<file path="src/hdl/ucbcs_pkg.sv">
`timescale 1ns / 1ps
// ----------------------------------------------------------------------------
// ucbcs_pkg
// Shared types, codes and constants of the UCB child selector.
// ----------------------------------------------------------------------------
package ucbcs_pkg;

    localparam int MAX_CHILDREN_DEF = 256;
    localparam int FRAC_BITS_DEF    = 16;

    localparam int CW        = 24;  // explore weight width
    localparam int SCORE_W   = 48;
    localparam int DIV_W     = 64;  // dividend and quotient width
    localparam int DIVISOR_W = 32;
    localparam int SQ_V_W    = 50;  // root operand width
    localparam int LOG_X_W   = 33;  // parent visits plus one
    localparam int IDX_W     = 8;

    localparam logic [31:0] LN2_Q32 = 32'd2977044472;

    localparam logic signed [SCORE_W-1:0] SCORE_MAX = {1'b0, {(SCORE_W-1){1'b1}}};
    localparam logic signed [SCORE_W-1:0] SCORE_MIN = {1'b1, {(SCORE_W-1){1'b0}}};

    typedef logic [1:0] cfg_index_t;
    localparam cfg_index_t CFG_SCORE_MODE     = 2'd0;
    localparam cfg_index_t CFG_EXPLORE_WEIGHT = 2'd1;
    localparam cfg_index_t CFG_VARIANCE_BIAS  = 2'd2;

    typedef logic [1:0] status_t;
    localparam status_t STATUS_OK           = 2'd0;
    localparam status_t STATUS_NOT_EXPANDED = 2'd1;
    localparam status_t STATUS_NO_WINNER    = 2'd2;

    typedef struct packed {
        logic [31:0]        parent_visits;
        logic               parent_expanded;
        logic [31:0]        child_visits;
        logic signed [31:0] child_reward;
        logic [47:0]        child_sq_reward;
        logic               last_child;
    } child_req_t;

    typedef struct packed {
        logic [IDX_W-1:0]          best_index;
        logic signed [SCORE_W-1:0] win_score;
        status_t                   status;
    } select_rsp_t;

    typedef struct packed {
        cfg_index_t  index;
        logic [31:0] wdata;
    } cfg_req_t;

    typedef struct packed {
        logic                 start;
        logic                 wide;
        logic [DIV_W-1:0]     dividend;
        logic [DIVISOR_W-1:0] divisor;
    } div_req_t;

    typedef enum logic [1:0] {
        LG_IDLE,
        LG_NORM,
        LG_SQ,
        LG_MUL
    } log_state_t;

    typedef enum logic [3:0] {
        S_IDLE,
        S_CHECK,
        S_MEAN,
        S_TDIV,
        S_TSQRT,
        S_QSTART,
        S_QDIV,
        S_RAD,
        S_RDIV,
        S_RSQRT,
        S_SUM,
        S_UPDATE,
        S_FINISH
    } seq_state_t;

endpackage

</file>
<file path="src/hdl/ucbcs_log.sv">
`timescale 1ns / 1ps
// ----------------------------------------------------------------------------
// ucbcs_log
// Natural log of x in fixed point: serial normalise, repeated squaring for
// the fraction of log2, then one scaling multiply by ln 2.
// ----------------------------------------------------------------------------
module ucbcs_log #(
    parameter int FRAC_BITS = ucbcs_pkg::FRAC_BITS_DEF
) (
    input  logic                              clk,
    input  logic                              rst_n,
    input  logic                              start,
    input  logic [ucbcs_pkg::LOG_X_W-1:0]     x,
    output logic                              busy,
    output logic [FRAC_BITS+5:0]              ln
);
    import ucbcs_pkg::*;

    localparam int LW    = FRAC_BITS + 6;
    localparam int CNT_W = $clog2(FRAC_BITS + 1);
    localparam int MW    = 31;

    log_state_t         state_reg, state_next;
    logic [LOG_X_W-1:0] xs_reg, xs_next;
    logic [5:0]         k_reg, k_next;
    logic [MW-1:0]      m_reg, m_next;
    logic [FRAC_BITS-1:0] frac_reg, frac_next;
    logic [CNT_W-1:0]   cnt_reg, cnt_next;
    logic [LW-1:0]      ln_reg, ln_next;
    logic [2*MW-1:0]    sq_prod;
    logic [31:0]        sq_top;
    logic [LW+31:0]     ln_prod;

    assign sq_prod = (2*MW)'(m_reg) * (2*MW)'(m_reg);
    assign sq_top  = sq_prod[2*MW-1:30];
    assign ln_prod = (LW+32)'({k_reg, frac_reg}) * (LW+32)'(LN2_Q32);

    always_ff @(posedge clk or negedge rst_n)
    begin
        if (!rst_n)
        begin
            state_reg <= LG_IDLE;
            xs_reg    <= '0;
            k_reg     <= '0;
            m_reg     <= '0;
            frac_reg  <= '0;
            cnt_reg   <= '0;
            ln_reg    <= '0;
        end
        else
        begin
            state_reg <= state_next;
            xs_reg    <= xs_next;
            k_reg     <= k_next;
            m_reg     <= m_next;
            frac_reg  <= frac_next;
            cnt_reg   <= cnt_next;
            ln_reg    <= ln_next;
        end
    end

    always_comb
    begin
        state_next = state_reg;
        xs_next    = xs_reg;
        k_next     = k_reg;
        m_next     = m_reg;
        frac_next  = frac_reg;
        cnt_next   = cnt_reg;
        ln_next    = ln_reg;
        unique case (state_reg)
            LG_IDLE:
            begin
                if (start)
                begin
                    xs_next    = x;
                    k_next     = 6'(LOG_X_W - 1);
                    state_next = LG_NORM;
                end
            end
            LG_NORM:
            begin
                // shift until the leading one reaches the top; mantissa is Q1.30
                if (xs_reg[LOG_X_W-1])
                begin
                    m_next     = xs_reg[LOG_X_W-1:2];
                    frac_next  = '0;
                    cnt_next   = CNT_W'(FRAC_BITS);
                    state_next = LG_SQ;
                end
                else
                begin
                    xs_next = {xs_reg[LOG_X_W-2:0], 1'b0};
                    k_next  = k_reg - 1'b1;
                end
            end
            LG_SQ:
            begin
                if (sq_top[31])
                begin
                    m_next    = sq_top[31:1];
                    frac_next = {frac_reg[FRAC_BITS-2:0], 1'b1};
                end
                else
                begin
                    m_next    = sq_top[MW-1:0];
                    frac_next = {frac_reg[FRAC_BITS-2:0], 1'b0};
                end
                cnt_next = cnt_reg - 1'b1;
                if (cnt_reg == CNT_W'(1))
                    state_next = LG_MUL;
            end
            LG_MUL:
            begin
                ln_next    = ln_prod[LW+31:32];
                state_next = LG_IDLE;
            end
            default:
                state_next = LG_IDLE;
        endcase
    end

    assign busy = (state_reg != LG_IDLE);
    assign ln   = ln_reg;

endmodule

</file>
<file path="config.mk">
export PLATFORM = sky130hd
export DESIGN_NAME = ucbcs_log
export DESIGN_NICKNAME = d
export VERILOG_FILES = /design/src/hdl/ucbcs_pkg.sv /design/src/hdl/ucbcs_log.sv
export SDC_FILE = /design/constraint.sdc
export NUM_CORES = 2
export LEC_CHECK = 0
export BUFFER_PORTS_ARGS = -buffer_cell sky130_fd_sc_hd__buf_4
export CAP_MARGIN = 20
export CELL_PAD_IN_SITES_DETAIL_PLACEMENT = 2
export CELL_PAD_IN_SITES_GLOBAL_PLACEMENT = 2
export CORE_ASPECT_RATIO = 0.8
export CORE_MARGIN = 2
export CORE_UTILIZATION = 40
export CTS_CLUSTER_DIAMETER = 120
export CTS_CLUSTER_SIZE = 24
export DETAILED_ROUTE_END_ITERATION = 10
export HOLD_SLACK_MARGIN = 0.08
export PLACE_DENSITY_LB_ADDON = 0.1
export SETUP_SLACK_MARGIN = 0.2
export SYNTH_ARGS = -nofsm -noshare
export SYNTH_HDL_FRONTEND = slang
export SYNTH_SLANG_ARGS = --single-unit
</file>
<file path="constraint.sdc">
create_clock -name clk -period 10.7 [get_ports clk]
set_input_delay 0 -clock clk [delete_from_list [all_inputs] [get_ports clk]]
set_output_delay 0 -clock clk [all_outputs]
set_load 0.01 [all_outputs]
</file>
# After elaboration in Yosys (flattened, before gate mapping)

Index checks and enable logic that the tools add are counted.

Add/subtract/negate cells: 2
$mul: 2
Divide/modulo/power cells: 0
$lt $le $gt $ge: 0
Eq/ne operators: 8
Shift-type cells: 0
Multiplexer cells: 18
Bitwise logic cells: 0
Reductions and logical operators: 8

Operators by type and width:

| kind                   | count |
|---|---|
| $mux 33                | 2 |
| $pmux 33 s2            | 1 |
| $mul 31x31->62         | 1 |
| $mux 31                | 2 |
| $pmux 31 s2            | 1 |
| $mul 22x29->51 const B | 1 |
| $pmux 16 s2            | 1 |
| $mux 16                | 1 |
| $mux 6                 | 2 |
| $pmux 6 s2             | 1 |
| $pmux 5 s2             | 1 |
| $ne 2x2->1 const B     | 4 |
| $pmux 2 s4             | 1 |
| $mux 2                 | 3 |
| $reduce_and 3->1       | 2 |
| $reduce_bool 2->1      | 3 |
| $sub 6x1->6 const B    | 1 |
| $eq 5x1->1 const B     | 1 |
| $mux 5                 | 1 |
| $sub 5x1->5 const B    | 1 |
| $eq 2x2->1 const B     | 2 |
| $reduce_and 2->1       | 2 |
| $eq 2x1->1 const B     | 1 |
| $logic_not 2->1        | 1 |
| $mux 1                 | 1 |

Bits in registers: 115
Bits in latches: 0
Memory bits (writable): 0
Bits in read-only memories: 0
Input bits: 36
Output and inout port bits: 23
Logic and storage cells: 46
Memories: 0

# Depth between registers and ports, before layout

Depth after elaboration: 3
Depth in mapped cells: 31
Mapped depth without buffers: 27

# Worst setup path after synthesis

Ideal clock, no wire load.

Kind: flip-flop to flip-flop
Start: register m_reg[12]
End: register m_reg[11]
Library setup time: 126 ps
Arrival time: 7428 ps
Data required time: 10574 ps
Slack: 3146 ps
Cell stages (with the launch flop): 30
Path buffers: 4
Period minus slack after synthesis: 7554 ps
Cells stage by stage: dfrtp_1 > clkbuf_1 > clkbuf_1 > nand2_1 > fa_1 > inv_1 > fa_1 > fa_1 > inv_1 > fa_1 > inv_1 > fa_1 > inv_1 > fa_1 > inv_1 > fa_1 > fa_1 > ha_1 > nand2_1 > nor3_4 > o2111ai_2 > a311oi_2 > nor3_2 > a21oi_4 > and2_4 > o211a_1 > buf_6 > buf_8 > nor2_2 > a221o_1

Cells in the longest elaborated chain, start to end: 3

RTL lines:

| item                   | line            | RTL |
|---|---|---|
| from (decl)            | ucbcs_log.sv:26 | `logic [MW-1:0] m_reg, m_next;` |
| from (signal assigned) | ucbcs_log.sv:55 | `m_reg <= m_next;` |
| $mul 31x31->62         | ucbcs_log.sv:34 | `assign sq_prod = (2*MW)'(m_reg) * (2*MW)'(m_reg);` |
| $mux 31                | ucbcs_log.sv:99 | `if (sq_top[31])` |
| $pmux 31 s2            | ucbcs_log.sv:71 | `unique case (state_reg)` |

Every way passes these cells.
A chain may end at the register's enable or synchronous reset.

# Worst setup path after layout

Start: register m_reg[12]
End: register m_reg[26]

The elaborated chain is that of the path after synthesis.

==> results by group <==
Outcome
  • Status: finished clean

Timing
  • Worst slew margin: 29.3%
  • Max Slew Vio Count: 0
  • Final hold viol count: 0
  • Fmax: 108 MHz
  • Slew @ Worst Pin: 1030 ps
  • Clock skew: 10.3 ps
  • Final setup violation count: 0
  • WHS: 172 ps
  • RSZ-0062 raised after global routing: no
  • Fin crit period: 9240 ps
  • Final Cycle Share: 86.4%
  • Fin Setup TNS: 0 ps
  • Worst setup margin: 1460 ps

Place
  • Number of port buffers: 58
  • Dpl ws: 1520 ps
  • GP Congestion: 0.910
  • Hpwl dp: 120,000 um

CTS
  • Clock Path Buffers: 2
  • H-tree depth: 4
  • Post-CTS sizing: 0
  • Clk root buf: clkbuf_16
  • CTS Hold Bufs: 38
  • Register clock-pin slew on the reported worst setup and hold paths: 60 ps
  • CTS Buf Count: 17
  • Postcts setup bufs: 0
  • CTS tree: built
  • Clk sinks: 115
  • Worst-Skew Late Latency: 460 ps

Worst setup path
  • Critical-path top delay cell: o211a_1
  • Crit Path Class: register to register
  • Worst-path maximum fanout: 20
  • Crit end category: register
  • Crit-path most repeated cell: fa_1
  • Largest stage delay on the critical path: 840 ps
  • Worst path bufs/invs: 5
  • Top cell family by delay on the critical path: adder cells
  • Setup crit start kind: register
  • CP Data Arrival Time: 9590 ps
  • Req. time, crit path: 11,050 ps

Global routing
  • GRT Total Usage: 27.6%
  • Initial antenna violation count: 1
  • First-pass GRT wire length: 218,000 um
  • Grt ovf: 0
  • Vias in the first global route: 34.7k
  • Largest net degree at the start of global routing: 74

Synthesis
  • Compound-Gate Fraction of Synth Area: 7.30%
  • Syn Inst Count: 4,341
  • XOR/XNOR share of the synthesized area: 1.80%
  • Largest family of logic cells by synthesized area: adder cells
  • Number of synthesized flops with an enable pin: 0
  • Register bit total from synthesis: 115
  • Synthesized net count: 5,865
  • Synthesis Warnings: 0
  • Synth Flop Type: dfrtp_1
  • Syn avg cell area: 9.64 sq um
  • Netlist cell types: 80
  • Mapped Area: 0.0418 sq mm
  • Async set or reset register ratio after synthesis: 100%
  • Mux cell area share after synthesis: 0.867%
  • Adder-cell share of the synthesized area: 61.8%
  • Synth Area in Simple Gates: 8.43%
  • Seq/Total Area, Yosys: 6.88%

Cells and area
  • Syn-to-layout area delta: 7.87%
  • Layout cells sized above 1: 4.60%
  • Commonest non-fill, non-tap cell in the layout: inv_1
  • Max FFs per register: 33
  • Diodes inserted: 0
  • Final core occ: 43.4%
  • Most frequent cells in the layout: 1,300 x inv_1, 967 x fa_1, 521 x ha_1, 362 x nand2_1, 197 x and2_1
  • Nets@finish: 5,907
  • Layout fillers: 11.2k

Routing
  • Metal-1 WL: 68,800 um
  • Routed WL: 141,000 um
  • WL per Instance: 24.4 um
  • Vias: 29.6k
  • # DRC: 0
  • Routed met2 length: 63,000 um
  • Routed wl met3: 6580 um
  • DR top layer: met4
  • First-pass iteration count of the detailed router: 7
  • Vias per cell: 5.10
  • Detail Route Antenna Nets: 0
  • Drt initial violations: 1,514

Flow run
  • Max cap viols: 0

Floorplanning
  • Die area: 0.107 sq mm
  • Chip Height: 293 um
  • Die Span X: 366 um
  • Row Count: 106
  • Io pins: 59
  • Core footprint: 0.104 sq mm
  • Initial core utilization: 40.2%

Min path
  • Hold Crit Class: primary input to asynchronous set/reset pin
[cell type report]
class                   instances  area [sq um]  share of cell area (%)
clock buffers                  20           457                    1.01
repair buffers                155          1370                    3.04
inverters                    1300          4880                    10.8
flip-flops and latches        115          2880                    6.38
well taps                    1404          1760                    3.89
multi-input cells            2794         33600                    74.4
clock inverters                11           200                   0.443
[Yosys cell counts, types with 18 or more instances]
| cell | count | area, sq um |
|---|---|---|
| a222oi_1 | 28 | 280 |
| xnor2_1 | 46 | 403 |
| o21ai_0 | 72 | 360 |
| and2_1 | 197 | 1230 |
| xor2_1 | 40 | 350 |
| fa_1 | 967 | 19400 |
| nor2_1 | 75 | 282 |
| nand3_1 | 19 | 95.1 |
| ha_1 | 521 | 6520 |
| a21oi_1 | 119 | 596 |
| nand2_1 | 362 | 1360 |
| clkbuf_1 | 126 | 473 |
| inv_1 | 1300 | 4880 |
| mux2_2 | 18 | 203 |
| dfrtp_1 | 115 | 2880 |
| a21o_1 | 51 | 383 |
[final timing paths]
check	startpoint	end	slack, ps	depth (start not counted)
max	m_reg[12]	m_reg[26]	1460	25
min	rst_n	ln[10]	170	3
max reg2reg	m_reg[12]	m_reg[26]	1460	25
min reg2reg	ln[21]	ln[21]	510	2
max in group asynchronous	rst_n	xs_reg[4]	9580	3
min in group clk	x[18]	xs_reg[18]	340	4
[per-layer routing]
metal / up-vias / GRT usage [%]
met4: 0 / 5.67
met1: 15900 / 40.8
li1: 13100 / -
met3: 122 / 4.48
met5: - / 0
met2: 511 / 42.7
[through the flow]
step | std cells | area [sq um]
4_1_cts | 5797 | 45100
2_1_floorplan | 4341 | 41800
3_3_place_gp | 5726 | 44000
5_1_grt | 5799 | 45100
6_report | 5799 | 45100
3_5_place_dp | 5728 | 44000
[cell families after synthesis]
logic type                 after synthesis
DFF                                    115
adders and majority gates             1488
AOI/OAI and AO/OA                      446
and+or+nand+nor                        740
muxes                                   34
buffers and inverters                 1432
xor gates and xnor gates                86
[tightest hold or removal path, delay by kind of cell]
kind,cells,cell delay (ps)
buffers and inverters,3,1010
Power is not shown: default switching activity piles up to over one toggle a cycle in this logic, so the estimate is an artifact.
