**config.mk**
```make
export PLATFORM = sky130hd
export DESIGN_NAME = ucbcs_sqrt
export DESIGN_NICKNAME = d
export VERILOG_FILES = /design/src/hdl/ucbcs_pkg.sv /design/src/hdl/ucbcs_sqrt.sv
export SDC_FILE = /design/constraint.sdc
export NUM_CORES = 1
export LEC_CHECK = 0
export ABC_AREA = 1
export BUFFER_PORTS_ARGS = -buffer_cell sky130_fd_sc_hd__buf_2
export CAP_MARGIN = 10
export CORE_ASPECT_RATIO = 1.2
export CORE_MARGIN = 2
export CORE_UTILIZATION = 50
export CTS_BUF_LIST = sky130_fd_sc_hd__clkbuf_4 sky130_fd_sc_hd__clkbuf_8
export DETAILED_ROUTE_END_ITERATION = 10
export GPL_ROUTABILITY_DRIVEN = 0
export MAX_ROUTING_LAYER = met4
export PLACE_DENSITY = 0.76
export SYNTH_ARGS = -nofsm -noshare
export SYNTH_HDL_FRONTEND = slang
export SYNTH_SLANG_ARGS = --single-unit
```
**constraint.sdc**
```tcl
create_clock -name clk -period 4.4 [get_ports clk]
set_input_delay 0.66 -clock clk [delete_from_list [all_inputs] [get_ports clk]]
set_output_delay 0.66 -clock clk [all_outputs]
set_load 0.005 [all_outputs]
```
**src/hdl/ucbcs_pkg.sv**
```systemverilog
`timescale 1ns / 1ps
// ----------------------------------------------------------------------------
// ucbcs_pkg
// Shared types, codes and constants of the UCB child selector.
// ----------------------------------------------------------------------------
package ucbcs_pkg;

    localparam int MAX_CHILDREN_DEF = 256;
    localparam int FRAC_BITS_DEF    = 16;

    localparam int CW        = 24;  // explore weight width
    localparam int SCORE_W   = 48;
    localparam int DIV_W     = 64;  // dividend and quotient width
    localparam int DIVISOR_W = 32;
    localparam int SQ_V_W    = 50;  // root operand width
    localparam int LOG_X_W   = 33;  // parent visits plus one
    localparam int IDX_W     = 8;

    localparam logic [31:0] LN2_Q32 = 32'd2977044472;

    localparam logic signed [SCORE_W-1:0] SCORE_MAX = {1'b0, {(SCORE_W-1){1'b1}}};
    localparam logic signed [SCORE_W-1:0] SCORE_MIN = {1'b1, {(SCORE_W-1){1'b0}}};

    typedef logic [1:0] cfg_index_t;
    localparam cfg_index_t CFG_SCORE_MODE     = 2'd0;
    localparam cfg_index_t CFG_EXPLORE_WEIGHT = 2'd1;
    localparam cfg_index_t CFG_VARIANCE_BIAS  = 2'd2;

    typedef logic [1:0] status_t;
    localparam status_t STATUS_OK           = 2'd0;
    localparam status_t STATUS_NOT_EXPANDED = 2'd1;
    localparam status_t STATUS_NO_WINNER    = 2'd2;

    typedef struct packed {
        logic [31:0]        parent_visits;
        logic               parent_expanded;
        logic [31:0]        child_visits;
        logic signed [31:0] child_reward;
        logic [47:0]        child_sq_reward;
        logic               last_child;
    } child_req_t;

    typedef struct packed {
        logic [IDX_W-1:0]          best_index;
        logic signed [SCORE_W-1:0] win_score;
        status_t                   status;
    } select_rsp_t;

    typedef struct packed {
        cfg_index_t  index;
        logic [31:0] wdata;
    } cfg_req_t;

    typedef struct packed {
        logic                 start;
        logic                 wide;
        logic [DIV_W-1:0]     dividend;
        logic [DIVISOR_W-1:0] divisor;
    } div_req_t;

    typedef enum logic [1:0] {
        LG_IDLE,
        LG_NORM,
        LG_SQ,
        LG_MUL
    } log_state_t;

    typedef enum logic [3:0] {
        S_IDLE,
        S_CHECK,
        S_MEAN,
        S_TDIV,
        S_TSQRT,
        S_QSTART,
        S_QDIV,
        S_RAD,
        S_RDIV,
        S_RSQRT,
        S_SUM,
        S_UPDATE,
        S_FINISH
    } seq_state_t;

endpackage

```
**src/hdl/ucbcs_sqrt.sv**
```systemverilog
`timescale 1ns / 1ps
// ----------------------------------------------------------------------------
// ucbcs_sqrt
// Digit-by-digit square root of v * 2^FRAC_BITS, one root bit per cycle.
// ----------------------------------------------------------------------------
module ucbcs_sqrt #(
    parameter int FRAC_BITS = ucbcs_pkg::FRAC_BITS_DEF
) (
    input  logic                                              clk,
    input  logic                                              rst_n,
    input  logic                                              start,
    input  logic [ucbcs_pkg::SQ_V_W-1:0]                      v,
    output logic                                              busy,
    output logic [(ucbcs_pkg::SQ_V_W+FRAC_BITS+1)/2-1:0]      root
);
    import ucbcs_pkg::*;

    localparam int PAIRS = (SQ_V_W + FRAC_BITS + 1) / 2;
    localparam int XW    = 2 * PAIRS;
    localparam int RW    = PAIRS + 3;
    localparam int CNT_W = $clog2(PAIRS + 1);

    logic [XW-1:0]    x_reg, x_next;
    logic [PAIRS-1:0] root_reg, root_next;
    logic [RW-1:0]    rem_reg, rem_next;
    logic [CNT_W-1:0] cnt_reg, cnt_next;
    logic [RW-1:0]    shifted, trial;
    logic             ge;

    assign shifted = {rem_reg[RW-3:0], x_reg[XW-1:XW-2]};
    assign trial   = RW'({root_reg, 2'b01});
    assign ge      = (shifted >= trial);

    always_comb
    begin
        x_next    = x_reg;
        root_next = root_reg;
        rem_next  = rem_reg;
        cnt_next  = cnt_reg;
        if (start)
        begin
            x_next    = XW'({v, {FRAC_BITS{1'b0}}});
            root_next = '0;
            rem_next  = '0;
            cnt_next  = CNT_W'(PAIRS);
        end
        else if (cnt_reg != '0)
        begin
            x_next    = {x_reg[XW-3:0], 2'b00};
            root_next = {root_reg[PAIRS-2:0], ge};
            rem_next  = ge ? (shifted - trial) : shifted;
            cnt_next  = cnt_reg - 1'b1;
        end
    end

    always_ff @(posedge clk or negedge rst_n)
    begin
        if (!rst_n)
        begin
            x_reg    <= '0;
            root_reg <= '0;
            rem_reg  <= '0;
            cnt_reg  <= '0;
        end
        else
        begin
            x_reg    <= x_next;
            root_reg <= root_next;
            rem_reg  <= rem_next;
            cnt_reg  <= cnt_next;
        end
    end

    assign busy = (cnt_reg != '0);
    assign root = root_reg;

endmodule

```
-- Word-level counts from Yosys, hierarchy flattened
Index checks and enable logic that the tools add are counted.
- $add $sub $neg: 2
- $lt $le $gt $ge: 1
- mux-type cells: 9
- reductions and logical operators: 2
- operators with widths (kind ; count):
    66-bit two-way mux ; 2
    34-bit two-way mux ; 3
    33-bit two-way mux ; 2
    36-bit by 35-bit greater-or-equal comparator with 1-bit output ; 1
    34-bit subtractor ; 1
    6-bit two-way mux ; 2
    6-bit nonzero test ; 1
    6-bit by 1-bit subtractor with 6-bit output (second input constant) ; 1
    2-bit nonzero test ; 1
- register bits after elaboration: 139
- input bits: 53
- output and inout port bits: 34
- word-level logic and storage cells: 18

-- Logic depth before layout (Yosys ltp)
Gate-level depths: netlist (run 1).
- depth after elaboration: 4
- gate-level depth with buffers: 17
- mapped depth without buffers: 17

-- Worst setup path after synthesis (run 1)
Ideal clock, no wire load.
- kind: register to register
- from: register root_reg[29] (netlist: root[29])
- to: register rem_reg[10]
- data arrival time: 1.832 ns
- data required time: 4.283 ns
- path slack: 2.451 ns
- stages on the path, launching flop included: 13
- buffers on the path: 1
- period minus slack after synthesis: 1.949 ns
- cells stage by stage: dfrtp_1 inv_1 ha_1 nand2_1 nor2_2 and2_1 nand2_1 nand2_1 nor2_4 buf_2 nand3b_1 nand3_1 nand2_1
- cells in the longest elaborated chain, start to end: 4
- RTL lines (what ; line ; text):
    start: declaration ; ucbcs_sqrt.sv:24 ; logic [PAIRS-1:0] root_reg, root_next;
    start signal: assignment ; ucbcs_sqrt.sv:68 ; root_reg <= root_next;
    36-bit by 35-bit greater-or-equal comparator with 1-bit output ; ucbcs_sqrt.sv:32 ; assign ge = (shifted >= trial);
    34-bit two-way mux ; ucbcs_sqrt.sv:51 ; rem_next = ge ? (shifted - trial) : shifted;
    34-bit two-way mux ; ucbcs_sqrt.sv:47 ; else if (cnt_reg != '0)
    34-bit two-way mux ; ucbcs_sqrt.sv:40 ; if (start)
    end signal: assignment ; ucbcs_sqrt.sv:69 ; rem_reg <= rem_next;
    end: declaration ; ucbcs_sqrt.sv:25 ; logic [RW-1:0] rem_reg, rem_next;
Every way passes these cells. The select of a mux whose other input is x is not followed.
A chain may end at the register's enable or synchronous reset.

-- Final worst setup path (run 1)
- from: register root_reg[29] (netlist: root[29])
- to: register rem_reg[25]
The elaborated chain is that of the path after synthesis.

==> reports/results.tsv, run 1 <==
metric	value	unit
fin_tns_setup	0	ns
period_share	62.7	%
cts_buffers	17	
core-area	15700	um2
cts_root_buf	clkbuf_8	
die_h	143	um
fmax	362	MHz
io_pins	87	
cp-end-kind	flop	
grt_pass1_wl	35300	um
antenna_cells	0	
synth_edf_count	0	
routed_wl	20600	um
maxCapViolations	0	
syn-num-nets	1235	
synthTopCellsByArea	dfrtp_1 38%, nand2_1 20%, inv_1 8.5%	
start_util	51.5	%
num_rows	50	
synthMostInstantiatedCell	nand2_1	
period_needed	2.76	ns
n_fill_cell	1490	
worstSetupPathType	flop to flop	
synth_flop_cell	dfrtp_1	
finalSetupViolCount	0	
worstSetupStartpointType	flop	
cts_tree	done	
cp_data_required_time	4.74	ns
num_vias	7540	
ff2ff_path_depth	14	
antenna_found_initial	0	
grtUsageTotal	26.3	%
clock_path_buffers	2	
clock_sinks	123	
finClkSkew	0.0158	ns
ys_types	36	
htreeDepth	4	
drt_pass1_iterations	7	
synth_common_cells	429 x nand2_1, 184 x inv_1, 123 x dfrtp_1	
layout.nets	1307	
fin_util	57.6	%
synth_top_cell_by_area	dfrtp_1	
critPathArrivalTime	3.10	ns
multiInputGateArea	4080	um2
clk_pin_slew_worst_paths	0.09	ns
min_path_type	input port to asynchronous set/reset pin	
fp.dieW	120	um
dp_hpwl	14600	um
syn_inst	1146	
detail-route-antenna-nets	0	
worstMarginPinSlew	1.11	ns
hold_slack	0.259	ns
synth_seq_cells	123	
layout-drive-gt1-share	12.5	%
first_global_vias	7599	
outcome	completed	
async_flop_share	100	%
finalHoldViolCount	0	
avgRoutedWirePerCell	14.3	um
syn2layout_area_growth	11.8	%
drc	0	
ys_seq_area_share	38.1	%
power.density	694	nW/um2
seq_area	3080	um2
largest_reg_flops	50	
cts_resized	0	
ir_worst_vdd	302	uV
grt_max_degree	64	
leakagePower	5.02	nW
die-area	17200	um2
post_cts_buffers	0	
insertion_delay	0.45	ns
io_buffers	86	
yosysTopAreaCellShare	38.1	%
slew_headroom	26.0	%
ctsHoldBuffers	0	
report.final.slew_viol_count	0	
overflow	0	
drt_iter0_drc	484	
via_per_inst	5.24	
netlist_area	8090	um2
critPathMaxFanout	35	
rsz0062_at_grt	no	
synth_warnings	0	
syn_avg_cell_area	7.06	um2
worst max-delay path, stage by stage (launching register included):
cell,delay (ns)
dfrtp_1,0.35
inv_1,0.08
ha_1,0.38
nand2_1,0.10
nand2_1,0.07
o21bai_1,0.16
a21oi_1,0.15
nand2_1,0.11
nor2_4,0.29
buf_4,0.36
nand2_8,0.20
nand2_1,0.20
nand2_1,0.08
nand2_1,0.06
nand2_1,0.04
per-layer routing:
layer | vias up | share of wire (%) | routed length [um] | track usage (%)
li1 | 3763 | - | - | -
met3 | 49 | 5.3 | 1080 | 4.76
met5 | - | 0 | 0 | -
met1 | 3489 | 43 | 8960 | 32.0
met2 | 239 | 49 | 10100 | 43.7
met4 | 0 | 2.4 | 501 | 9.78
logic make-up (layout without fill, tap and decap cells):
group,count (synthesis),count (layout),synth area share [%]
AOI/OAI and AO/OA,131,131,10.3
and+or+nand+nor,606,606,32.7
xor gates and xnor gates,18,18,1.95
buffers and inverters,232,317,11.5
DFF,123,123,38.1
adders and majority gates,36,36,5.57
power breakdown:
| group | switching (mW) | internal, mW | total (mW) |
|---|---|---|---|
| combinational | 2.45 | 1.30 | 3.75 |
| sequential | 0.137 | 1.34 | 1.47 |
| clock | 0.510 | 0.540 | 1.05 |
| total | 3.10 | 3.18 | 6.27 |
area by class of cell:
class	instances	share of cell area, %
inverter	193	8.01
tap	208	2.88
timing repair buffer	92	5.29
multi-input combinational	791	45.2
clock inverter	13	1.76
clock buffer	19	2.82
sequential	123	34.1
cell usage in the layout (no fill, tap or decap), types with 5 or more instances in the layout:
master,n
nand2_1,428
inv_1,184
dfrtp_1,123
buf_2,85
nand3_1,56
nor2_1,45
nand3b_1,38
ha_1,36
o22ai_1,33
a22oi_1,26
o21ai_0,25
a21oi_1,22
clkbuf_8,18
o211ai_1,16
xnor2_1,15
inv_2,9
buf_4,7
nor3_1,6
nand2_2,6
o221ai_1,5
nor2_2,5
stage by stage:
| stage | cells | setup slack (ns) | cell area, um2 | power [mW] |
|---|---|---|---|---|
| after floorplan | 1146 | 2.45 | 8090 | 4.41 |
| after detailed placement | 1407 | 1.68 | 8620 | 5.17 |
| final | 1439 | 1.64 | 9040 | 6.27 |
| after global placement | 1407 | 1.72 | 8620 | 5.11 |
| after global routing | 1439 | 1.38 | 9040 | 6.88 |
| after CTS | 1439 | 1.68 | 9040 | 6.25 |
path summary, 6_finish.rpt:
check	from	endpoint	slack, ns
worst max register to register	root[29]	rem_reg[25]	1.64
min in group clk	v[19]	x_reg[35]	0.42
worst min register to register	x_reg[46]	x_reg[48]	0.49
worst max-delay path	root[29]	rem_reg[25]	1.64
worst min-delay path	rst_n	rem_reg[9]	0.26
max in group asynchronous	rst_n	root[26]	3.20
Power figures use the tool's default switching activity.
==> run 2: changes to the inputs <==
- clock period: 4.4 -> 2.66 ns (I/O delays scaled with it)
==> run 2 against run 1 <==
Sequential power is 66% higher; clock skew shrank 0.0054 ns; critical path depth is 1 lower; final cell count rose by 0.42%; routed wire length shrank 0.28%; die area is the same; power up 67%; cell area rose by 0.91%; combinational power up 66%; count of clock-buffer cells in the layout down 1; register-to-register slack worse by 1.3 ns; hold slack got worse by 0.11 ns.
==> reports/results.tsv, run 2 (synthesis gave the netlist of run 1 again) <==
metric	value	unit
outcome	completed	
finalInstanceArea	9120	um2
grt_pass1_wl	35000	um
critPathMaxFanout	35	
worstSetupPathType	flop to flop	
worstSetupStartpointType	flop	
critPathArrivalTime	2.68	ns
die_h	143	um
maxCapViolations	0	
layout.nets	1313	
pre_cts_ws	0.378	ns
grtUsageTotal	26.0	%
worstMarginPinSlew	1.08	ns
antenna_found_initial	0	
layout-drive-gt1-share	12.9	%
first_global_vias	7485	
ir_worst_vdd	522	uV
cp_data_required_time	3.01	ns
io_pins	87	
core-area	15700	um2
io_buffers	86	
placed_cell_area	8690	um2
fin_tns_setup	0	ns
detail-route-antenna-nets	0	
grt_max_degree	64	
cts_resized	0	
layout_common_cells	428 x nand2_1, 184 x inv_1, 123 x dfrtp_1, 85 x buf_2, 56 x nand3_1	
finClkSkew	0.0104	ns
drc	0	
overflow	0	
cts_buffers	17	
period_needed	2.33	ns
via_per_inst	5.18	
cp-end-kind	flop	
largest_reg_flops	50	
report.final.slew_viol_count	0	
cts_tree	done	
n_fill_cell	1476	
finalHoldViolCount	0	
die-area	17200	um2
slew_headroom	28.0	%
fin_ws	0.327	ns
antenna_cells	0	
clock_sinks	123	
power.density	1150	nW/um2
period_share	87.7	%
final_common_cell	nand2_1	
min_path_type	input port to flop	
rsz0062_at_grt	no	
finalSetupViolCount	0	
avgRoutedWirePerCell	14.2	um
routed_wl	20600	um
clk_pin_slew_worst_paths	0.08	ns
start_util	51.5	%
cts_root_buf	clkbuf_8	
num_rows	50	
fmax	429	MHz
syn2layout_area_growth	12.8	%
insertion_delay	0.46	ns
num_vias	7478	
fp.dieW	120	um
clock_path_buffers	2	
drt_pass1_iterations	5	
leakagePower	5.06	nW
htreeDepth	4	
dp_hpwl	14800	um
drt_iter0_drc	491	
==> run 2: changes by cell type in the layout (fill, tap and decap cells not counted) <==
cell | before | now
clkbuf_8 | 18 | 17
clkinv_4 | 4 | 1
buf_4 | 7 | 10
inv_6 | 3 | 6
dlygate4sd3_1 | 0 | 1
bufinv_16 | 2 | 3
inv_8 | 2 | 1
buf_12 | 0 | 2
clkinv_2 | 0 | 1
==> run 2: layout make-up <==
| type | instances | area, um2 | area share (%) |
|---|---|---|---|
| multi-input cells | 791 | 4080 | 44.8 |
| flip-flops and latches | 123 | 3080 | 33.7 |
| inverters | 193 | 724 | 7.94 |
| repair buffers | 98 | 551 | 6.04 |
| well taps | 208 | 260 | 2.85 |
| clock buffers | 18 | 241 | 2.65 |
| clock inverters | 14 | 183 | 2.00 |
==> run 2: worst paths after layout <==
check                      startpoint           to  slack [ns]  cells past startpoint
setup reg to reg             root[29]  rem_reg[25]        0.33                     13
max in group asynchronous       rst_n  rem_reg[31]        1.53                      3
min in group asynchronous       rst_n      root[8]        0.46                      2
hold / removal                   v[4]    x_reg[20]        0.15                      3
setup / recovery             root[29]  rem_reg[25]        0.33                     13
hold reg to reg             x_reg[62]    x_reg[64]        0.49                      2
==> run 2: worst max-delay path, cell delays in order, from the launching register on <==
cell and delay [ns]:
dfrtp_1 0.36, inv_1 0.09, ha_1 0.39, nand2_1 0.13, nor2_2 0.14, inv_1 0.06
nor2_2 0.11, nand2_1 0.12, nor3_4 0.18, nor2_4 0.09, nand2_8 0.20, nand3_1 0.18
nand2_1 0.11, nand2_1 0.05
==> run 2: power breakdown <==
part	internal [mW]	switching [mW]
clock	0.959	0.846
combinational	2.19	4.04
sequential	2.21	0.227
total	5.36	5.11
==> run 2: per-stage QoR <==
stage / util [%] / power (mW) / instances / hold WS, ns
after floorplan: - / 7.29 / 1146 / 0.103
after global placement: 55.3 / 8.50 / 1412 / 0.411
after detailed placement: 55.3 / 8.59 / 1412 / 0.417
after CTS: 58.1 / 10.4 / 1445 / 0.135
after global routing: 58.1 / 11.5 / 1445 / 0.153
final: 58.1 / 10.5 / 1445 / 0.153
==> run 2: repair_timing <==
item	4_1_cts	5_1_grt
hold buffers	1	0
setup buffers	0	0
endpoints found under the hold margin	35	0
==> run 2: metal layers <==
layer / GRT usage [%] / wire [um] / part of all wire, %
met3: 4.72 / 894 / 4.3
met4: 9.47 / 496 / 2.4
met2: 44.9 / 10100 / 49
met5: - / 0 / 0
met1: 30.3 / 9030 / 44
