`src/hdl/ucbcs_pkg.sv`:
```
`timescale 1ns / 1ps
// ----------------------------------------------------------------------------
// ucbcs_pkg
// Shared types, codes and constants of the UCB child selector.
// ----------------------------------------------------------------------------
package ucbcs_pkg;

    localparam int MAX_CHILDREN_DEF = 256;
    localparam int FRAC_BITS_DEF    = 16;

    localparam int CW        = 24;  // explore weight width
    localparam int SCORE_W   = 48;
    localparam int DIV_W     = 64;  // dividend and quotient width
    localparam int DIVISOR_W = 32;
    localparam int SQ_V_W    = 50;  // root operand width
    localparam int LOG_X_W   = 33;  // parent visits plus one
    localparam int IDX_W     = 8;

    localparam logic [31:0] LN2_Q32 = 32'd2977044472;

    localparam logic signed [SCORE_W-1:0] SCORE_MAX = {1'b0, {(SCORE_W-1){1'b1}}};
    localparam logic signed [SCORE_W-1:0] SCORE_MIN = {1'b1, {(SCORE_W-1){1'b0}}};

    typedef logic [1:0] cfg_index_t;
    localparam cfg_index_t CFG_SCORE_MODE     = 2'd0;
    localparam cfg_index_t CFG_EXPLORE_WEIGHT = 2'd1;
    localparam cfg_index_t CFG_VARIANCE_BIAS  = 2'd2;

    typedef logic [1:0] status_t;
    localparam status_t STATUS_OK           = 2'd0;
    localparam status_t STATUS_NOT_EXPANDED = 2'd1;
    localparam status_t STATUS_NO_WINNER    = 2'd2;

    typedef struct packed {
        logic [31:0]        parent_visits;
        logic               parent_expanded;
        logic [31:0]        child_visits;
        logic signed [31:0] child_reward;
        logic [47:0]        child_sq_reward;
        logic               last_child;
    } child_req_t;

    typedef struct packed {
        logic [IDX_W-1:0]          best_index;
        logic signed [SCORE_W-1:0] win_score;
        status_t                   status;
    } select_rsp_t;

    typedef struct packed {
        cfg_index_t  index;
        logic [31:0] wdata;
    } cfg_req_t;

    typedef struct packed {
        logic                 start;
        logic                 wide;
        logic [DIV_W-1:0]     dividend;
        logic [DIVISOR_W-1:0] divisor;
    } div_req_t;

    typedef enum logic [1:0] {
        LG_IDLE,
        LG_NORM,
        LG_SQ,
        LG_MUL
    } log_state_t;

    typedef enum logic [3:0] {
        S_IDLE,
        S_CHECK,
        S_MEAN,
        S_TDIV,
        S_TSQRT,
        S_QSTART,
        S_QDIV,
        S_RAD,
        S_RDIV,
        S_RSQRT,
        S_SUM,
        S_UPDATE,
        S_FINISH
    } seq_state_t;

endpackage

```
`src/hdl/ucbcs_div.sv`:
```
`timescale 1ns / 1ps
// ----------------------------------------------------------------------------
// ucbcs_div
// Bit-serial restoring divider, one quotient bit per cycle, 32 or 64 steps.
// ----------------------------------------------------------------------------
module ucbcs_div (
    input  logic                                   clk,
    input  logic                                   rst_n,
    input  ucbcs_pkg::div_req_t                    req,
    output logic                                   busy,
    output logic [ucbcs_pkg::DIV_W-1:0]            quot
);
    import ucbcs_pkg::*;

    localparam int CNT_W = $clog2(DIV_W + 1);

    logic [DIV_W-1:0]     q_reg, q_next;
    logic [DIVISOR_W-1:0] rem_reg, rem_next;
    logic [DIVISOR_W-1:0] d_reg, d_next;
    logic [CNT_W-1:0]     cnt_reg, cnt_next;
    logic [DIVISOR_W:0]   shifted;
    logic [DIVISOR_W+1:0] diff;
    logic                 ge;

    assign shifted = {rem_reg, q_reg[DIV_W-1]};
    assign diff    = {1'b0, shifted} - {2'b00, d_reg};
    assign ge      = ~diff[DIVISOR_W+1];

    always_comb
    begin
        q_next   = q_reg;
        rem_next = rem_reg;
        d_next   = d_reg;
        cnt_next = cnt_reg;
        if (req.start)
        begin
            // narrow requests sit in the upper half so the same shift path serves
            q_next   = req.wide ? req.dividend
                                : {req.dividend[DIV_W/2-1:0], {(DIV_W/2){1'b0}}};
            rem_next = '0;
            d_next   = req.divisor;
            cnt_next = req.wide ? CNT_W'(DIV_W) : CNT_W'(DIV_W / 2);
        end
        else if (cnt_reg != '0)
        begin
            q_next   = {q_reg[DIV_W-2:0], ge};
            rem_next = ge ? diff[DIVISOR_W-1:0] : shifted[DIVISOR_W-1:0];
            cnt_next = cnt_reg - 1'b1;
        end
    end

    always_ff @(posedge clk or negedge rst_n)
    begin
        if (!rst_n)
        begin
            q_reg   <= '0;
            rem_reg <= '0;
            d_reg   <= '0;
            cnt_reg <= '0;
        end
        else
        begin
            q_reg   <= q_next;
            rem_reg <= rem_next;
            d_reg   <= d_next;
            cnt_reg <= cnt_next;
        end
    end

    assign busy = (cnt_reg != '0);
    assign quot = q_reg;

endmodule

```
`config.mk`:
```
export PLATFORM = sky130hd
export DESIGN_NAME = ucbcs_div
export DESIGN_NICKNAME = d
export VERILOG_FILES = /design/src/hdl/ucbcs_pkg.sv /design/src/hdl/ucbcs_div.sv
export SDC_FILE = /design/constraint.sdc
export NUM_CORES = 1
export LEC_CHECK = 0
export ABC_AREA = 1
export BUFFER_PORTS_ARGS = -buffer_cell sky130_fd_sc_hd__buf_2
export CORE_ASPECT_RATIO = 0.75
export CORE_MARGIN = 2
export CORE_UTILIZATION = 30
export CTS_CLUSTER_DIAMETER = 40
export DETAILED_ROUTE_END_ITERATION = 12
export HOLD_SLACK_MARGIN = 0.03
export PLACE_DENSITY = 0.46
export SLEW_MARGIN = 30
export SYNTH_ARGS = -nofsm -noshare
export SYNTH_HDL_FRONTEND = slang
export SYNTH_SLANG_ARGS = --single-unit
```
`constraint.sdc`:
```
create_clock -name clk -period 3.7 [get_ports clk]
set_input_delay 0.37 -clock clk [delete_from_list [all_inputs] [get_ports clk]]
set_output_delay 0.37 -clock clk [all_outputs]
set_load 0.1 [all_outputs]
```
---- After elaboration in Yosys (flattened, before gate mapping) ----
Index checks and enable logic that the tools add are counted.
W data, S select, Z words.
operators by class
  $lt $le $gt $ge ......................... 0
  multiply operators ...................... 0
  $add $sub $neg .......................... 2
  equal/unequal tests ..................... 0
  reductions and logical operators ........ 2
  mux-type cells .......................... 9
  divide/modulo/power cells ............... 0
  bitwise logic cells ..................... 1
  shift-type cells ........................ 0
operators with widths
  cell                   number
  $mux W64               3
  $mux W32               3
  $sub A33 B32 Y34       1
  $mux W7                3
  $reduce_bool A7 Y1     1
  $sub A7 B1 Y7 const B  1
  $reduce_bool A2 Y1     1
  $not A1 Y1             1
storage, ports and cells
  memories kept ........................... 0
  logic and storage cells ................. 18
  bits in latches ......................... 0
  flip-flop bits (word level) ............. 135
  RAM bits ................................ 0
  input port bits ......................... 100
  bits in read-only memories .............. 0

---- Depth between registers and ports, before layout ----
Gate-level depths: netlist of the first run.
  depth after elaboration ................. 4
  depth in mapped cells ................... 17

---- Worst setup path after synthesis of the first run ----
OpenSTA, ideal clock, no wires.
  kind .................................... register to register
  from .................................... register q_reg[63], in the netlist quot[63]
  to ...................................... register rem_reg[28]
  setup slack ............................. 1.078 ns
  buffers on the path ..................... 0
  arrival time ............................ 2.505 ns
  setup time .............................. 0.116 ns
  stages on the path, launching flop included .. 16
  cells stage by stage .................... dfrtp_1 inv_1 ha_1 fa_1 inv_1 nand2_1 nand2_1 nand3_1 nand2_1 nand2_1 nand2_1 nand2_1 nand3_1 nand3_1 nand2_1 nand2_1
on the way
  longest elaborated chain between the ends .. 4
RTL lines
  element                 line             RTL
  from (decl)             ucbcs_div.sv:17  logic [DIV_W-1:0] q_reg, q_next;
  from (signal assigned)  ucbcs_div.sv:63  q_reg <= q_next;
  $sub A33 B32 Y34        ucbcs_div.sv:26  assign diff = {1'b0, shifted} - {2'b00, d_reg};
  $mux W32                ucbcs_div.sv:47  rem_next = ge ? diff[DIVISOR_W-1:0] : shifted[DIVISOR_W-1:0];
  $mux W32                ucbcs_div.sv:44  else if (cnt_reg != '0)
  $mux W32                ucbcs_div.sv:35  if (req.start)
  to (signal assigned)    ucbcs_div.sv:64  rem_reg <= rem_next;
  to (decl)               ucbcs_div.sv:18  logic [DIVISOR_W-1:0] rem_reg, rem_next;
Every way passes these cells. The select of a mux whose other input is x is not followed.
A chain may end at the register's enable or synchronous reset.

---- Final worst setup path of the first run ----
  from .................................... register rem_reg[5]
  to ...................................... register rem_reg[25]
on the way
  longest elaborated chain between the ends .. 4
RTL lines
  element           line
  $sub A33 B32 Y34  ucbcs_div.sv:26
  $mux W32          ucbcs_div.sv:47
  $mux W32          ucbcs_div.sv:44
  $mux W32          ucbcs_div.sv:35
Every way passes these cells. The select of a mux whose other input is x is not followed.

==> results by group, run 1 <==
Outcome
  • Status: finished, final reports clean

Synthesis
  • Cell count after synthesis: around 1.3k
  • Number of flops mapped to enable cells by yosys: 0
  • Most frequent cell after synthesis: nand2_1
  • Synth area leaders: dfrtp_1 (38%), nand2_1 (22%), inv_1 (9.7%)
  • Syn_nets: between 1k and 1.5k
  • Top cell type's share of synthesized area: 0.3796
  • Top cell type by total area after synthesis: dfrtp_1
  • Ys flop type: dfrtp_1
  • Number of synthesized register bits: roughly 140
  • Synth async-reset ratio: 1.000
  • Warnings from Yosys: 0
  • Synthesized cell area: 8899 um^2
  • Post-Syn Area per Cell: roughly 6.8 um^2
  • Synth unique cells: 39
  • Synth top cells by count: nand2_1 (518), inv_1 (229), dfrtp_1 (135)
  • Register area share after synthesis: 0.3796

Clock tree
  • Clock tree buffer depth: 2
  • TritonCTS clock tree: built
  • Clock transition at path regs: about 70 ps
  • Root Buffer: clkbuf_16
  • CTS H-tree depth: 4
  • Worst-skew pair later-pin latency: about 440 ps
  • Number of CTS-inserted buffers: 17
  • # clock sinks: roughly 140

Route
  • Total wire length: roughly 29 mm
  • First drt pass iteration count: 5
  • Vias per std cell: roughly 4.5
  • Vias: between 8k and 9k
  • Wire per inst: approximately 16 um
  • Initial DRC Count: around 640
  • Antenna viol nets, final: 0
  • Drc violations: 0

Global routing
  • Pin count of the biggest net entering global routing: 69
  • Vias in the first global route: about 8k
  • Overflow after GRT: 0
  • First-pass GRT wire length: 47.44 mm
  • Initial antenna violation count: 1
  • Tot GR Track Use: 0.1950

Layout
  • Finished Core Util: 0.3683
  • Share of post-route cells with drive strength above 1: 0.1578
  • Design Area, Final: between 10,000 and 15,000 um^2
  • Final nets: approximately 1.6k
  • Area Overhead vs Synth: 20.53%
  • Ant. Diodes: 0
  • Number of flip-flops in the largest register: 64
  • Layout fillers: 3,196

Timing
  • Total negative setup slack: 0 ps
  • Final setup viols: 0
  • Slew Limit Headroom: 0.4865
  • RSZ-0062 raised after global routing: false
  • Setup ws final: 1208 ps
  • Max Fclk: ~400 MHz
  • Slew @ Worst Pin: slightly below 800 ps
  • Post-layout min period: between 2000 and 2500 ps
  • Final period util: 0.6734
  • Final Max Tran Viols: 0
  • Worst Skew: ~13 ps
  • Final Hold Violating Endpoints: 0

Flow run
  • Max-cap violations: 0

Floorplan
  • Core area: a little under 30,000 um^2
  • Die Y-Extent: approximately 150 um
  • Die Wd: 202.9 um
  • Top Ports: around 170
  • Initial core utilization: 0.3056
  • Row cnt: 54
  • Die Area: between 30,000 and 40,000 um^2

Critical path
  • Crit-path max FO: 25
  • Required @ worst endpoint: approximately 4000 ps
  • Worst setup EP type: flop
  • Worst reg2reg startpoint: rem_reg[5]
  • Crit path DAT: around 2800 ps
  • Crit Path Category: flop to flop
  • Startpoint types: flop
  • CP startpoint: rem_reg[5]

Placed design
  • Dpl cell area: ~10,000 um^2
  • Routability cong.: 0.9101
  • Pre-CTS worst setup slack: 1205 ps
  • DP Wirelength: between 20 and 25 mm
  • IO buf count: around 160

Pwr
  • Internal: between 0.004 and 0.005 W
  • Worst VDD drop: between 400 and 500 uV
  • Net Sw Frac: 0.5194
  • Sequential share of power: 0.242
  • PD cells: approximately 810 nW/um^2
  • LEAKAGE: about 6.0 nW
  • Switch Pwr: 0.004505 W
  • Clock power share: 0.213
  • Gate power share: 0.545

Min path
  • HP Start: req[7]
  • HP Class: primary input to flop
## cell usage in the layout, fill, tap and decap left out, drive strengths merged
master       netlist  routed
nand4              9       9
dlygate4sd3        0       1
xor2               5       5
fa                 1       1
o21bai             1       1
nor3               5       5
nand3b            22      22
clkbuf            13      19
buf               35     177
o221ai            12      12
nand2            526     526
nand3             58      58
nor2              56      56
a22oi              1       1
clkinv             1       5
xnor2             12      12
and2               3       3
a221oi             2       2
o22ai             18      18
inv              236     239
or2                1       1
clkinvlp           0       3
ha                33      33
o21ai             66      66
dfrtp            135     135
a21oi             32      32
o211ai            31      31
bufinv             0       3
o31ai              1       1
## worst max-delay path, cell delays in order, from the launching register on
cell and delay [ps]:
dfrtp_1 400, ha_1 370, nand2_1 100, nand2_1 90, nand2_1 70, nand2_1 80
inv_2 60, nand3_2 160, nand2_2 130, nand2_2 80, nand2_2 100, nand2_4 200
nand2_2 310, nand2_1 100, nand2_1 70, nand2_1 50
## per-stage QoR
stage / total power (W) / std cells / hold WS (ps)
global route: 0.009364 / 1869 / 142.7
CTS: 0.008735 / 1869 / 123.1
detailed placement: 0.006849 / 1836 / 451.7
global placement: 0.006855 / 1836 / 447.1
floorplan: 0.005779 / 1315 / 74.41
finish: 0.008674 / 1869 / 136.3
## power by group through the flow
| stage | Combinational (W) | Sequential, W | Clock (W) |
|---|---|---|---|
| floorplan | 0.00247 | 0.00331 | 0 |
| global placement | 0.00474 | 0.00212 | 0 |
| detailed placement | 0.00473 | 0.00212 | 0 |
| CTS | 0.00475 | 0.00210 | 0.00189 |
| global route | 0.00526 | 0.00215 | 0.00195 |
| finish | 0.00473 | 0.00210 | 0.00184 |
## cells by family after synthesis
logic type / share of synthesized area
fa+ha+maj: 0.04865
flops: 0.3796
xor+xnor: 0.01673
compound gates: 0.1107
buf+inv: 0.1287
simple gates: 0.3157
## area by class of cell
cell class	instances	area (um^2)	area share
repair buffers	178	962.2	0.08971
well taps	392	490.5	0.04573
multi-input cells	895	4383	0.4087
clock buffers	19	452.9	0.04223
clock inverters	13	168.9	0.01575
flip-flops and latches	135	3378	0.3150
inverters	237	889.6	0.08294
## worst paths after layout
kind / endpoint / slack [ps] / cells past startpoint
max: rem_reg[25] / 1210 / 15
min: d_reg[7] / 140 / 3
max reg2reg: rem_reg[25] / 1210 / 15
min reg2reg: cnt_reg[0] / 490 / 1
max in group asynchronous: quot[36] / 2320 / 3
min in group asynchronous: d_reg[8] / 530 / 2
## timing repair
item | CTS | global route
hold endpoints to repair | 67 | 0
hold buffers | 1 | 0
buffers inserted | 0 | 0
gates resized for setup | 0 | 0
## per-layer routing
metal,global-route usage,wire length (um)
met5,0,13
met4,0.04136,277
met3,0.03198,1161
met2,0.2642,11440
met1,0.3161,16320
Power figures use the tool's default switching activity.
==> run 2, diff against run 1 <==
--- a/config.mk
+++ b/config.mk
@@ -13,7 +13,7 @@
 export CTS_CLUSTER_DIAMETER = 40
 export DETAILED_ROUTE_END_ITERATION = 12
 export HOLD_SLACK_MARGIN = 0.03
-export PLACE_DENSITY = 0.46
+export PLACE_DENSITY = 0.48
 export SLEW_MARGIN = 30
 export SYNTH_ARGS = -nofsm -noshare
 export SYNTH_HDL_FRONTEND = slang
==> constraint.sdc (replaced) <==
create_clock -name clk -period 2.05 [get_ports clk]
set_input_delay 0.205 -clock clk [delete_from_list [all_inputs] [get_ports clk]]
set_output_delay 0.205 -clock clk [all_outputs]
set_load 0.1 [all_outputs]
==> run 2 against run 1 <==
Compared with the run above: wire length is 7.2% higher; hold slack worse by 90 ps; flip-flop and latch count stayed put; largest cell class unchanged.
==> results by group, run 2 (synthesis results as in run 1) <==
Global routing
  • Vias in the first global route: 9,025 (+11%)
  • Tot GR Track Use: 0.2018 (+0.006774)
  • Initial antenna violation count: 0 (-1)
  • Overflow after GRT: 0 (unchanged)
  • First-pass GRT wire length: 49.50 mm (+4.3%)
  • Pin count of the biggest net entering global routing: 69 (unchanged)

Placed design
  • DP Wirelength: 23.28 mm (+6.4%)
  • Dpl cell area: 11,330 um^2 (+12%)
  • Routability cong.: 0.8872 (-2.5%)
  • IO buf count: 164 (unchanged)
  • Placed cells: 1,980 (+7.8%)

Critical path
  • CP dominant cell by count: nand2_1
  • Crit path DAT: 2380 ps (-430 ps)
  • CP bufs+invs: 1 (unchanged)
  • RR Endpoint: rem_reg[26]
  • Critical-path cell list: ha_1 > nand2_1 > nor3_4 > nand2_2 > nor2_4 > nand2_4 > nand2_8 > buf_12 > nand3_1 > nand2_1 > nand2_1
  • CP delay by family, top: simple AND/OR/NAND/NOR gates
  • Worst path max stage delay: 430 ps (+30 ps)
  • Required @ worst endpoint: 2380 ps (-1640 ps)
  • Worst reg2reg startpoint: rem_reg[28]
  • Internal reg-to-reg setup slack: 0.7 ps (-1210 ps)
  • Crit-path max FO: 10 (-60%)
  • Worst setup EP type: flop
  • Slowest CP cell: dfrtp_1
  • Startpoint types: flop
  • Crit Path Category: flop to flop
  • Register-to-Register Path Depth: 11 (-4)

Layout
  • Final nets: 1,807 (+13%)
  • Share of post-route cells with drive strength above 1: 0.3066 (+0.1489)
  • Post-Layout Cell Count: 2,078 (+11%)
  • Design Area, Final: 13,160 um^2 (+23%)
  • Commonest non-fill, non-tap cells in the layout: nand2_1 (473), inv_1 (208), buf_4 (162)
  • Number of flip-flops in the largest register: 64 (unchanged)
  • Area Overhead vs Synth: 47.89%
  • Ant. Diodes: 0 (unchanged)
  • Most common cell after layout, fill and taps aside: nand2_1
  • Layout fillers: 3,029 (-5.2%)

Timing
  • Max Fclk: 488.0 MHz (+22%)
  • Post-layout min period: 2049 ps (-442.3 ps)
  • Slew @ Worst Pin: 511.8 ps (-258.5 ps)
  • Final setup viols: 0 (unchanged)
  • Final period util: 0.9997 (+0.3263)
  • Slew Limit Headroom: 0.6612 (+0.1747)
  • RSZ-0062 raised after global routing: true
  • Worst Skew: 13.05 ps (-0.4242 ps)
  • Final Max Tran Viols: 0 (unchanged)
  • Final Hold Violating Endpoints: 0 (unchanged)

Floorplan
  • Die Y-Extent: 153.2 um (unchanged)
  • Die Area: 31,070 um^2 (unchanged)
  • Top Ports: 165 (unchanged)
  • Core area: 29,120 um^2 (unchanged)
  • Initial core utilization: 0.3056 (unchanged)
  • Row cnt: 54 (unchanged)
  • Die Wd: 202.9 um (unchanged)

Route
  • Wire per inst: 15.07 um (-3.6%)
  • First drt pass iteration count: 5 (unchanged)
  • Vias: 9,356 (+11%)
  • Initial DRC Count: 560 (-12%)
  • Drc violations: 0 (unchanged)
  • Antenna viol nets, final: 0 (unchanged)
  • Vias per std cell: 4.502 (-0.48%)
  • Total wire length: 31.31 mm (+7.2%)

Pwr
  • LEAKAGE: 7.053 nW (+18%)
  • Worst VDD drop: 889.9 uV (+110%)
  • PD cells: 1407 nW/um^2 (+74%)

Clock tree
  • # clock sinks: 135 (unchanged)
  • TritonCTS clock tree: built
  • Root Buffer: clkbuf_16
  • Clock transition at path regs: 80 ps (about the same)
  • Clock tree buffer depth: 2 (unchanged)
  • Number of CTS-inserted buffers: 17 (unchanged)
  • Worst-skew pair later-pin latency: 450 ps (about the same)
  • CTS H-tree depth: 4 (unchanged)

Min path
  • Hold Path Sink: quot[36]
  • Hold depth: 3 (unchanged)
  • HP Class: primary input to flop
  • HP Start: req[68]

Outcome
  • Status: finished, final reports clean

Flow run
  • Max-cap violations: 0 (unchanged)
-- run 2: routing by layer --
metal	global-route usage	up-vias	share of wire
met3	0.03262	23	0.046
li1	-	4809	-
met2	0.2983	200	0.42
met1	0.3048	4324	0.52
met4	0.04901	0	0.014
met5	0	-	0
-- run 2: final cells by class --
type / instances / area (um^2) / area share
tap: 392 / 490.5 / 0.03727
clock inverter: 14 / 142.6 / 0.01084
sequential: 135 / 3382 / 0.2570
inverter: 237 / 892.1 / 0.06779
multi-input combinational: 895 / 5005 / 0.3803
timing repair buffer: 387 / 2819 / 0.2142
clock buffer: 18 / 429.2 / 0.03261
-- run 2: per-stage QoR --
stage               hold WS (ps)    util  TNS, ps  total power, W  worst slack [ps]
CTS                        31.84  0.4301        0         0.01756             2.134
detailed placement         154.6  0.3889    -1825         0.01404            -125.9
global route               52.66  0.4519    -1962         0.01978            -97.53
floorplan                 -90.59       -   -17.41         0.01046            -16.86
global placement           159.9  0.3889    -2212         0.01401            -122.7
finish                     46.60  0.4519        0         0.01852            0.6648
-- run 2: timing repair --
| action | CTS | global route |
|---|---|---|
| hold buffers | 45 | 0 |
| pin swaps | 6 | 32 |
| resized for setup | 26 | 111 |
| endpoints found under the setup margin | 34 | 34 |
| endpoints found under the hold margin | 76 | 0 |
| buffers inserted | 5 | 14 |
| gates cloned | 0 | 2 |
-- run 2: power breakdown --
| part | total, W | internal, W | switching (W) |
|---|---|---|---|
| clock network | 0.00312 | 0.00171 | 0.00141 |
| logic | 0.0115 | 0.00429 | 0.00724 |
| registers | 0.00387 | 0.00332 | 0.000552 |
-- run 2: worst reg2reg max path, delay by kind of cell (launching register included) --
kind	cells	cell delay [ps]
and+or+nand+nor	9	1040
adders and majority gates	1	320
buffers and inverters	1	150
DFF	1	430
-- run 2: worst max-delay path by stage --
stage                      from           to  slack (ps)  cells after the start
floorplan              quot[63]  rem_reg[28]         -20                     15
global placement    rem_reg[20]  rem_reg[25]        -120                     12
detailed placement    d_reg[20]  rem_reg[25]        -130                     15
CTS                  rem_reg[4]  rem_reg[25]           2                     13
global route          d_reg[17]  rem_reg[21]        -100                     15
finish              rem_reg[28]  rem_reg[26]         0.7                     11
